==> src/rtl/lzwe_pkg.sv <==
// ----------------------------------------------------------------------------
// LZW encoder package
// Shared constants and types for the fixed-width LZW byte encoder.
// ----------------------------------------------------------------------------
package lzwe_pkg;

    localparam int LZWE_CODE_BITS  = 12;
    localparam int LZWE_TABLE_SIZE = 5003;
    localparam int LZWE_END_CODE   = 256;
    localparam int LZWE_FIRST_FREE = 257;

    localparam logic REQ_DATA = 1'b0;
    localparam logic REQ_END  = 1'b1;

    // One input beat as held in the input queue.
    typedef struct packed {
        logic       req_type;
        logic [7:0] byte_value;
    } t_item;

    // Command from the dictionary engine to the bit packer.
    typedef struct packed {
        logic valid;
        logic flush;
    } t_pack_ctl;

endpackage

==> src/rtl/lzwe_queue.sv <==
// ----------------------------------------------------------------------------
// LZW input queue
// Two-entry queue between the input port and the dictionary engine.
// ----------------------------------------------------------------------------
module lzwe_queue (
    input  logic            i_clk,
    input  logic            i_rst_n,
    input  logic            i_valid,
    output logic            o_ready,
    input  lzwe_pkg::t_item i_item,
    output logic            o_item_valid,
    output lzwe_pkg::t_item o_item,
    input  logic            i_pop
);
    import lzwe_pkg::*;

    t_item       r_ent [2];
    logic        r_wp;
    logic        r_rp;
    logic [1:0]  r_cnt;
    logic        push;
    logic        pop;

    assign o_ready      = (r_cnt != 2'd2);
    assign o_item_valid = (r_cnt != 2'd0);
    assign o_item       = r_ent[r_rp];
    assign push         = i_valid && o_ready;
    assign pop          = i_pop && o_item_valid;

    always_ff @(posedge i_clk) begin
        if (push) begin
            r_ent[r_wp] <= i_item;
        end
        if (!i_rst_n) begin
            r_wp  <= 1'b0;
            r_rp  <= 1'b0;
            r_cnt <= 2'd0;
        end else begin
            if (push) begin
                r_wp <= ~r_wp;
            end
            if (pop) begin
                r_rp <= ~r_rp;
            end
            r_cnt <= r_cnt + {1'b0, push} - {1'b0, pop};
        end
    end

endmodule

==> config.mk <==
export PLATFORM = sky130hd
export DESIGN_NAME = lzwe_queue
export DESIGN_NICKNAME = d
export VERILOG_FILES = /design/src/rtl/lzwe_pkg.sv /design/src/rtl/lzwe_queue.sv
export SDC_FILE = /design/constraint.sdc
export NUM_CORES = 1
export LEC_CHECK = 0
export ABC_AREA = 1
export BUFFER_PORTS_ARGS = -buffer_cell sky130_fd_sc_hd__buf_2
export CORE_MARGIN = 1
export CORE_UTILIZATION = 45
export CTS_CLUSTER_SIZE = 8
export DETAILED_ROUTE_END_ITERATION = 8
export GPL_ROUTABILITY_DRIVEN = 0
export PLACE_DENSITY_LB_ADDON = 0.3
export SLEW_MARGIN = 20
export SYNTH_ARGS = -nofsm -noshare
export SYNTH_HDL_FRONTEND = slang
export SYNTH_SLANG_ARGS = --single-unit
==> constraint.sdc <==
create_clock -name i_clk -period 4.1 [get_ports i_clk]
set_input_delay 0.41 -clock i_clk [delete_from_list [all_inputs] [get_ports i_clk]]
set_output_delay 0.41 -clock i_clk [all_outputs]
set_load 0.05 [all_outputs]
==> metrics <==
status complete, no violations; # Max-Cap Violations 0; final count of pins violating max slew 0; top post-synthesis cells by area sky130_fd_sc_hd__edfxtp_1, sky130_fd_sc_hd__mux2_4, sky130_fd_sc_hd__dfxtp_1; violation count after the first detailed-routing iteration 6; required time reported for the critical path endpoint approximately 3.7 ns; Yosys Warn Count 0; power per cell area around 680 nW/µm²; DRC Markers 0; number of clock buffers inserted by TritonCTS 3; path class of the lowest-slack min-delay path in2reg; largest net degree at the start of global routing 14; drt first pass iters 2; final total power 0.7586 mW; crit path DAT approximately 1.6 ns; destination of the worst register-to-register timing path r_ent[0][8]$_DFFE_PP_; Clock Latency Late Sink approximately 0.31 ns; category of the worst setup path launch point register; Bufs and invs on worst path 1; number of global-route vias before repair 505; Crit Path Category reg2out; buffers from clock root to sink, at most 2; Port Buffers 23; number of hold violations in the final report 0; number of buffers added for setup after CTS 0; maximum fanout along the worst path 9; global route overflow 0; via count ~550; fin crit share about half; post-synth top area share between 50% and 60%; flip-flop and latch count after synthesis 23; Slew @ Worst Pin around 0.75 ns; leading cell types in the layout, fill and taps excluded sky130_fd_sc_hd__buf_2, sky130_fd_sc_hd__edfxtp_1, sky130_fd_sc_hd__mux2_4; Period minus WS final a little under 2 ns; Die Wd between 40 and 50 µm; Crit Reg-Reg Startpoint r_cnt[0]$_SDFF_PN0_; clock input transition at the sequential cells of the worst setup and hold paths 0.12 ns; post-layout instance area ~1100 µm²; worst r2r path cells 4; die span in y 47.88 µm; critical path endpoint category output pin; Fmax achieved just over 0.5 GHz; count of inserted antenna diode cells 0; Layout area overhead 17.44%; most common cell after layout, fill and taps aside sky130_fd_sc_hd__buf_2; average wire per standard cell ~11 µm; maximum cell stage delay along the critical path 0.70 ns; chain of cells forming the critical path mux2_4, buf_2; hold path start i_item[5]; clk sinks 23; final number of setup-violating endpoints 0; TritonCTS clock tree done; number of vias per cell ~4.7; Nets about 110; wire length of the first global-routing pass about 2100 µm; final std cells w/o fill approximately 120; DRT antenna net count 0; RSZ-0062 raised after global routing false; Hold Path Cell Cnt 1; Post-Syn Instances between 60 and 70; minimum setup slack among reg-to-reg paths around 2.5 ns; HPWL reported at the end of detailed placement 990.8 µm; htree depth 1; core region area approximately 2000 µm²; global-route usage over all layers between 10% and 20%; number of hold-repair buffers added at the cts stage 0; number of rows created at floorplan 16; cell at the root of the clock tree sky130_fd_sc_hd__clkbuf_4; static power due to leakage about 0.48 nW; total nets after synthesis between 70 and 80; worst setup skew after layout between 0.003 and 0.004 ns; placed cell areas around 1100 µm²; cell area after synthesis approximately 950 µm²; library cells used by synthesis 14; largest delay contributor family on the critical path flip-flops; setup TNS 0 ns; Max stage delay cell, worst path sky130_fd_sc_hd__dfxtp_1; post-cts repair resize count 0; antenna violations before repair 0; post-synthesis area per instance 14.80 µm²; aggregate routed wire length ~1300 µm; maximum ir drop on the vdd rail just under 0.4 mV; proportion of synthesized chip area in sequential cells 67.64%; capture endpoint of the worst hold path r_ent[1][5]$_DFFE_PP_; number of top-level pins 24; relative max-transition margin 49.51%; Cell Count Post-Placement 113; floorplan die area ~2300 µm²; share of final-layout standard cells stronger than drive strength 1 45.56%; cell type with the highest aggregate area in the netlist sky130_fd_sc_hd__edfxtp_1; starting density of the core between 40% and 50%
-- routing by layer --
metal	vias up	GRT usage, %	part of all wire (%)
met2	15	23.51	51
met1	254	16.30	43
met3	4	3.396	4.5
li1	272	-	-
met5	-	0	0
met4	0	6.667	1.9
-- cells in the mapped netlist (all sizes together) --
library cell,instances
a21oi,2
buf,1
dfxtp,5
edfxtp,18
ha,2
inv,7
mux2,9
nand2,9
nand3,3
nor2,8
-- sequential cells by signal, indices dropped and copies added (netlist names), named ones only --
register,cells
r_cnt,2
r_ent,18
r_rp,1
r_wp,1
-- report_power, final --
| group | switching, mW | total, mW | internal (mW) |
|---|---|---|---|
| Clock | 0.0643 | 0.101 | 0.0364 |
| Sequential | 0.0336 | 0.332 | 0.299 |
| Combinational | 0.221 | 0.326 | 0.105 |
-- metrics by stage --
stage          setup WS [ns]  utilization [%]  hold WS (ns)
5_1_grt                2.072            56.70        0.2725
3_5_place_dp           2.470            55.29        0.4998
4_1_cts                2.128            56.70        0.2779
2_1_floorplan          2.462                -        0.4669
3_3_place_gp           2.471            55.29        0.4833
6_report               2.125            56.70        0.2789
-- worst register-to-register path, delay by kind of cell (launching register included) --
kind	cells	cell delay, ns
buffers and inverters	1	0.09
and+or+nand+nor	3	0.78
DFF	1	0.39
-- worst max path at each step --
| stage | slack, ns | from | cells after the start | to |
|---|---|---|---|---|
| after floorplan | 2.46 | r_cnt[0]$_SDFF_PN0_ | 10 | r_cnt[1]$_SDFF_PN0_ |
| after global placement | 2.47 | register | 2 | o_item[5] |
| after detailed placement | 2.47 | r_cnt[0]$_SDFF_PN0_ | 4 | r_ent[0][0]$_DFFE_PP_ |
| after CTS | 2.13 | register | 2 | o_item[6] |
| after global routing | 2.07 | register | 2 | o_item[1] |
| final | 2.13 | register | 2 | o_item[6] |
-- kinds of logic (layout without fill, tap and decap cells) --
| group | count (synthesis) | after routing | share of synthesized area [%] |
|---|---|---|---|
| buf+inv | 8 | 34 | 3.963 |
| fa+ha+maj | 2 | 2 | 2.642 |
| compound gates | 2 | 2 | 1.057 |
| simple gates | 20 | 20 | 10.44 |
| flops | 23 | 23 | 67.64 |
| mux | 9 | 9 | 14.27 |
-- cell type report --
class / count / area (µm²)
fillers: 178 / 849.6
flip-flops and latches: 23 / 640.6
multi-input cells: 33 / 269.0
repair buffers: 23 / 115.1
well taps: 27 / 33.78
inverters: 7 / 26.28
clock buffers: 3 / 22.52
clock inverters: 1 / 5.005
Power figures use the tool's default switching activity.
