[src/rtl/lzwe_pkg.sv]
// ----------------------------------------------------------------------------
// LZW encoder package
// Shared constants and types for the fixed-width LZW byte encoder.
// ----------------------------------------------------------------------------
package lzwe_pkg;

    localparam int LZWE_CODE_BITS  = 12;
    localparam int LZWE_TABLE_SIZE = 5003;
    localparam int LZWE_END_CODE   = 256;
    localparam int LZWE_FIRST_FREE = 257;

    localparam logic REQ_DATA = 1'b0;
    localparam logic REQ_END  = 1'b1;

    // One input beat as held in the input queue.
    typedef struct packed {
        logic       req_type;
        logic [7:0] byte_value;
    } t_item;

    // Command from the dictionary engine to the bit packer.
    typedef struct packed {
        logic valid;
        logic flush;
    } t_pack_ctl;

endpackage

[src/rtl/lzwe_pack.sv]
// ----------------------------------------------------------------------------
// LZW bit packer
// Packs codes least significant bit first into bytes behind an output register.
// ----------------------------------------------------------------------------
module lzwe_pack #(
    parameter int CODE_BITS = lzwe_pkg::LZWE_CODE_BITS
) (
    input  logic                 i_clk,
    input  logic                 i_rst_n,
    input  lzwe_pkg::t_pack_ctl  i_cmd,
    input  logic [CODE_BITS-1:0] i_code,
    output logic                 o_cmd_ready,
    output logic                 o_valid,
    input  logic                 i_ready,
    output logic [7:0]           o_out_byte,
    output logic                 o_last_byte
);
    import lzwe_pkg::*;

    localparam int BW = CODE_BITS + 7;
    localparam int CW = $clog2(BW + 1);

    logic [BW-1:0] r_buf;
    logic [CW-1:0] r_cnt;
    logic          r_ov;
    logic [7:0]    r_ob;
    logic          r_ol;
    logic          slot_free;
    logic          have_byte;

    assign slot_free   = !r_ov || i_ready;
    assign have_byte   = (r_cnt >= CW'(8));
    assign o_cmd_ready = !have_byte && (!i_cmd.flush || slot_free);
    assign o_valid     = r_ov;
    assign o_out_byte  = r_ob;
    assign o_last_byte = r_ol;

    always_ff @(posedge i_clk) begin
        if (!i_rst_n) begin
            r_buf <= '0;
            r_cnt <= '0;
            r_ov  <= 1'b0;
            r_ob  <= '0;
            r_ol  <= 1'b0;
        end else if (have_byte && slot_free) begin
            r_ov  <= 1'b1;
            r_ob  <= r_buf[7:0];
            r_ol  <= 1'b0;
            r_buf <= r_buf >> 8;
            r_cnt <= r_cnt - CW'(8);
        end else if (i_cmd.valid && o_cmd_ready && i_cmd.flush) begin
            r_ov  <= 1'b1;
            r_ob  <= r_buf[7:0];
            r_ol  <= 1'b1;
            r_buf <= '0;
            r_cnt <= '0;
        end else begin
            if (i_cmd.valid && o_cmd_ready) begin
                r_buf <= r_buf | (BW'(i_code) << r_cnt);
                r_cnt <= r_cnt + CW'(CODE_BITS);
            end
            if (r_ov && i_ready) begin
                r_ov <= 1'b0;
            end
        end
    end

endmodule

[config.mk]
export PLATFORM = sky130hd
export DESIGN_NAME = lzwe_pack
export DESIGN_NICKNAME = d
export VERILOG_FILES = /design/src/rtl/lzwe_pkg.sv /design/src/rtl/lzwe_pack.sv
export SDC_FILE = /design/constraint.sdc
export NUM_CORES = 1
export LEC_CHECK = 0
export BUFFER_PORTS_ARGS = -buffer_cell sky130_fd_sc_hd__buf_2
export CAP_MARGIN = 0
export CORE_MARGIN = 2
export CORE_UTILIZATION = 48
export CTS_CLUSTER_DIAMETER = 100
export CTS_CLUSTER_SIZE = 24
export DETAILED_ROUTE_END_ITERATION = 8
export GPL_ROUTABILITY_DRIVEN = 1
export PLACE_DENSITY = 0.72
export SYNTH_ARGS = -nofsm -noshare
export SYNTH_HDL_FRONTEND = slang
export SYNTH_SLANG_ARGS = --single-unit
[constraint.sdc]
create_clock -name i_clk -period 1.95 [get_ports i_clk]
set_clock_uncertainty 0.2 [all_clocks]
set_input_delay 0.39 -clock i_clk [delete_from_list [all_inputs] [get_ports i_clk]]
set_output_delay 0.39 -clock i_clk [all_outputs]
set_load 0.01 [all_outputs]
==> metrics.txt <==
# TYPE chip_impl_metric gauge
chip_impl_metric{name="final_setup_violation_count",unit=""} 0
chip_impl_metric{name="layout.cell_area.non_filler",unit="um2"} 2250
chip_impl_metric{name="power.share.sequential",unit="%"} 28.0
chip_impl_info{name="reg2reg_from",value="r_cnt[3]$_SDFFE_PN0P_"} 1
chip_impl_metric{name="power.static_leakage",unit="nW"} 0.936
chip_impl_info{name="crit_chain",value="inv_4 -> ha_4 -> buf_12 -> nand2_2 -> nor2_1 -> buf_2"} 1
chip_impl_metric{name="cell_count_of_the_worst_reg_to_reg_path",unit=""} 6
chip_impl_metric{name="flop_to_flop_setup_slack",unit="ns"} 0.08
chip_impl_metric{name="placement.cell_area",unit="um2"} 2110
chip_impl_metric{name="pwr-share-comb",unit="%"} 54.9
chip_impl_metric{name="grt_pass1_vias",unit=""} 1498
chip_impl_metric{name="detail_route.iter0.violations",unit=""} 108
chip_impl_metric{name="cts-buffers-inserted",unit=""} 5
chip_impl_metric{name="synth_mux_area_share",unit="%"} 8.98
chip_impl_metric{name="coreArea",unit="um2"} 3660
chip_impl_metric{name="cp_max_fo",unit=""} 4
chip_impl_metric{name="grt_antenna_before_repair",unit=""} 0
chip_impl_metric{name="antenna_diode_count",unit=""} 0
chip_impl_info{name="hold_start",value="i_rst_n"} 1
chip_impl_metric{name="synth-edff-count",unit=""} 0
chip_impl_metric{name="rows",unit=""} 22
chip_impl_metric{name="grt_overflow",unit=""} 0
chip_impl_metric{name="crit_arrival",unit="ns"} 1.33
chip_impl_metric{name="clk_pin_slew_worst_paths",unit="ns"} 0.07
chip_impl_metric{name="die_y",unit="um"} 65.7
chip_impl_metric{name="power.ir.vdd_worst",unit="uV"} 649
chip_impl_metric{name="layout.core_utilization",unit="%"} 61.4
chip_impl_metric{name="synth-seq-cells",unit=""} 32
chip_impl_metric{name="complex_gate_fraction_of_the_synthesized_area",unit="%"} 24.6
chip_impl_metric{name="die_w",unit="um"} 65.7
chip_impl_metric{name="design.die.area",unit="um2"} 4310
chip_impl_metric{name="clk-insertion-delay-late",unit="ns"} 0.28
chip_impl_metric{name="grt_first_pass_wirelength",unit="um"} 7360
chip_impl_info{name="worstSetupStartpointType",value="register"} 1
chip_impl_info{name="synth_flop_cell",value="sky130_fd_sc_hd__dfxtp_1"} 1
chip_impl_metric{name="dr.pass1.iters",unit=""} 4
chip_impl_metric{name="fraction_of_the_mapped_netlist_area_in_adder_cells",unit="%"} 2.06
chip_impl_info{name="critical_path.slowest_cell",value="sky130_fd_sc_hd__dfxtp_2"} 1
chip_impl_metric{name="drt-vias-per-instance",unit=""} 5.46
chip_impl_metric{name="max-clock-path-buffers",unit=""} 2
chip_impl_metric{name="mappedNetlistArea",unit="um2"} 1830
chip_impl_metric{name="number_of_warning_messages_in_the_yosys_log",unit=""} 0
chip_impl_metric{name="clkPwrFrac",unit="%"} 17.0
chip_impl_metric{name="fmaxAchievable",unit="MHz"} 521
chip_impl_metric{name="whs_path_depth",unit=""} 2
chip_impl_metric{name="gp_congestion",unit=""} 0.883
chip_impl_metric{name="cellPowerDensity",unit="nW/um2"} 1360
chip_impl_metric{name="period_needed",unit="ns"} 1.92
chip_impl_metric{name="post_synth_and_or_nand_nor_area_fraction",unit="%"} 20.8
chip_impl_info{name="hold-path-endpoint",value="r_cnt[3]$_SDFFE_PN0P_"} 1
chip_impl_metric{name="place_hpwl",unit="um"} 3270
chip_impl_metric{name="hold_violations",unit=""} 0
chip_impl_metric{name="yosys.cell_types.count",unit=""} 50
chip_impl_metric{name="sequential_to_total_area_share_from_yosys_stat",unit="%"} 35.1
chip_impl_info{name="type_of_destination_of_the_critical_path",value="output pin"} 1
chip_impl_metric{name="cap_viol_max_count",unit=""} 0
chip_impl_metric{name="power.net_switching",unit="mW"} 1.21
chip_impl_metric{name="part_of_the_cycle_the_worst_path_needs",unit="%"} 98.4
chip_impl_metric{name="synthesized_area_divided_by_synthesized_cell_count",unit="um2"} 8.90
chip_impl_metric{name="fraction_of_power_spent_switching_nets",unit="%"} 39.5
chip_impl_metric{name="grt_util_all_layers",unit="%"} 22.6
chip_impl_info{name="timing.hold.worst.class",value="in2reg"} 1
chip_impl_metric{name="worst_path_largest_cell_delay",unit="ns"} 0.41
chip_impl_metric{name="tns_setup",unit="ns"} 0
chip_impl_metric{name="cp_data_required_time",unit="ns"} 1.36
chip_impl_metric{name="dp.cells",unit=""} 283
chip_impl_metric{name="start_util",unit="%"} 49.9
chip_impl_metric{name="final_max_slew_viol_count",unit=""} 0
chip_impl_metric{name="timing.final.ws_setup",unit="ns"} 0.0311
chip_impl_metric{name="post-synth-top-area-fraction",unit="%"} 35.1
chip_impl_metric{name="grt_start_max_net_pins",unit=""} 18
chip_impl_metric{name="postSynthNetCount",unit=""} 225
chip_impl_metric{name="flow.area_growth_from_synthesis",unit="%"} 23.2
chip_impl_metric{name="io_pins",unit=""} 28
chip_impl_metric{name="synthesis.instances",unit=""} 205
chip_impl_metric{name="htree_num_levels",unit=""} 2
chip_impl_info{name="synth_common_cells",value="sky130_fd_sc_hd__dfxtp_1, sky130_fd_sc_hd__nor2_1, sky130_fd_sc_hd__a21oi_1"} 1
chip_impl_info{name="synth_top_family_by_area",value="compound AO/OA/AOI/OAI gates"} 1
chip_impl_info{name="synth.area.top_cells",value="sky130_fd_sc_hd__dfxtp_1, sky130_fd_sc_hd__mux2i_1, sky130_fd_sc_hd__nor2_1"} 1
chip_impl_info{name="synth_area_leader_cell",value="sky130_fd_sc_hd__dfxtp_1"} 1
chip_impl_info{name="cts_tree",value="done"} 1
chip_impl_metric{name="share_of_final_layout_standard_cells_stronger_than_drive_strength_1",unit="%"} 33.3
chip_impl_metric{name="drcViolationCount",unit=""} 0
chip_impl_metric{name="relSlewSlack",unit="%"} 67.4
chip_impl_info{name="synth_most_common_cell",value="sky130_fd_sc_hd__dfxtp_1"} 1
chip_impl_metric{name="detail_route.wl_per_cell",unit="um"} 15.5
chip_impl_metric{name="num_vias",unit=""} 1606
chip_impl_metric{name="layout.nets",unit=""} 265
chip_impl_info{name="critical_path_class",value="reg2out"} 1
chip_impl_info{name="r2r-end",value="r_cnt[4]$_SDFFE_PN0P_"} 1
chip_impl_metric{name="stdcell_count",unit=""} 294
chip_impl_metric{name="yosys.area_share.xor_xnor",unit="%"} 0
chip_impl_metric{name="p_int",unit="mW"} 1.84
chip_impl_metric{name="detailedPlace.worstSlack",unit="ns"} 0.0260
chip_impl_metric{name="synth-async-reset-ratio",unit="%"} 0
chip_impl_metric{name="cts_num_sinks",unit=""} 32
chip_impl_metric{name="finalPower",unit="mW"} 3.05
chip_impl_metric{name="worst_slew_pin_slew",unit="ns"} 0.485
chip_impl_metric{name="totalWireLength",unit="um"} 4560
chip_impl_metric{name="whs",unit="ns"} 0.249
chip_impl_info{name="cts_root_buffer",value="sky130_fd_sc_hd__clkbuf_8"} 1
chip_impl_info{name="run_status",value="finished, final reports clean"} 1
chip_impl_metric{name="portBuffers",unit=""} 27
chip_impl_metric{name="detail-route-antenna-nets",unit=""} 0
cells by family after synthesis:
group                      Yosys count
and+or+nand+nor                     67
AOI/OAI and AO/OA                   57
DFF                                 32
buffers and inverters               30
muxes                               16
adders and majority gates            3
worst max-delay path: cells and delay by family, from the launching register on:
kind / cells / cell delay (ns)
AND/OR/NAND/NOR: 2 / 0.12
adder cells (fa/ha/maj): 1 / 0.19
buffers and inverters: 3 / 0.34
flip-flops: 1 / 0.41
registers in the layout, summed over array words and instances, names as in the netlist:
signal       flops
r_buf           19
o_out_byte       8
r_cnt            3
o_last_byte      1
o_valid          1
layout make-up:
| type | instances | area [um2] |
|---|---|---|
| timing repair buffer | 48 | 318 |
| tap | 48 | 60.1 |
| inverter | 15 | 58.8 |
| sequential | 32 | 644 |
| multi-input combinational | 143 | 1080 |
| fill | 318 | 1410 |
| clock inverter | 2 | 10.0 |
| clock buffer | 6 | 82.6 |
metal layers:
metal / part of all wire [%] / up-vias / GRT usage, %
li1: - / 815 / -
met1: 48 / 724 / 32.3
met2: 44 / 57 / 33.3
met3: 5.9 / 10 / 5.14
met4: 2.0 / 0 / 7.81
met5: 0 / - / 0
worst max-delay path by stage:
stage	cells past startpoint	endpoint	start	slack [ns]
global route	6	o_cmd_ready	r_cnt[3]$_SDFFE_PN0P_	-0.009
CTS	6	o_cmd_ready	r_cnt[4]$_SDFFE_PN0P_	0.0008
detailed placement	7	r_cnt[4]$_SDFFE_PN0P_	r_cnt[2]$_SDFFE_PN0P_	0.03
floorplan	9	r_buf[0]$_SDFFE_PN0P_	r_cnt[3]$_SDFFE_PN0P_	-0.04
finish	6	o_cmd_ready	r_cnt[3]$_SDFFE_PN0P_	0.03
global placement	6	r_cnt[4]$_SDFFE_PN0P_	r_cnt[3]$_SDFFE_PN0P_	0.04
power by group through the flow:
stage	sequential, mW	clock (mW)	combinational, mW
global placement	0.858	0	1.58
detailed placement	0.856	0	1.59
finish	0.855	0.520	1.68
floorplan	0.841	0	1.18
global route	0.865	0.562	1.81
CTS	0.848	0.534	1.62
cells in the final DEF (no fill, tap or decap), drive strengths merged, types with 2 or more instances in the layout:
master   count
buf         48
dfxtp       32
nor2        24
a21oi       18
inv         15
mux2i       13
nand2b       9
nand2        7
clkbuf       6
o22ai        5
nor2b        5
a221oi       5
nand3        4
nor3         4
mux2         3
a22o         3
o21ai        3
a211oi       3
and2         3
o211ai       3
ha           3
and2b        2
o311a        2
or3          2
o221ai       2
o2bb2ai      2
o21a         2
clkinv       2
and3         2
repair_timing:
item,in CTS,in global routing
hold buffers,0,0
resized for setup,6,1
pin swaps,0,2
setup buffers,0,3
setup endpoints to repair,1,3
Power figures use the tool's default switching activity.
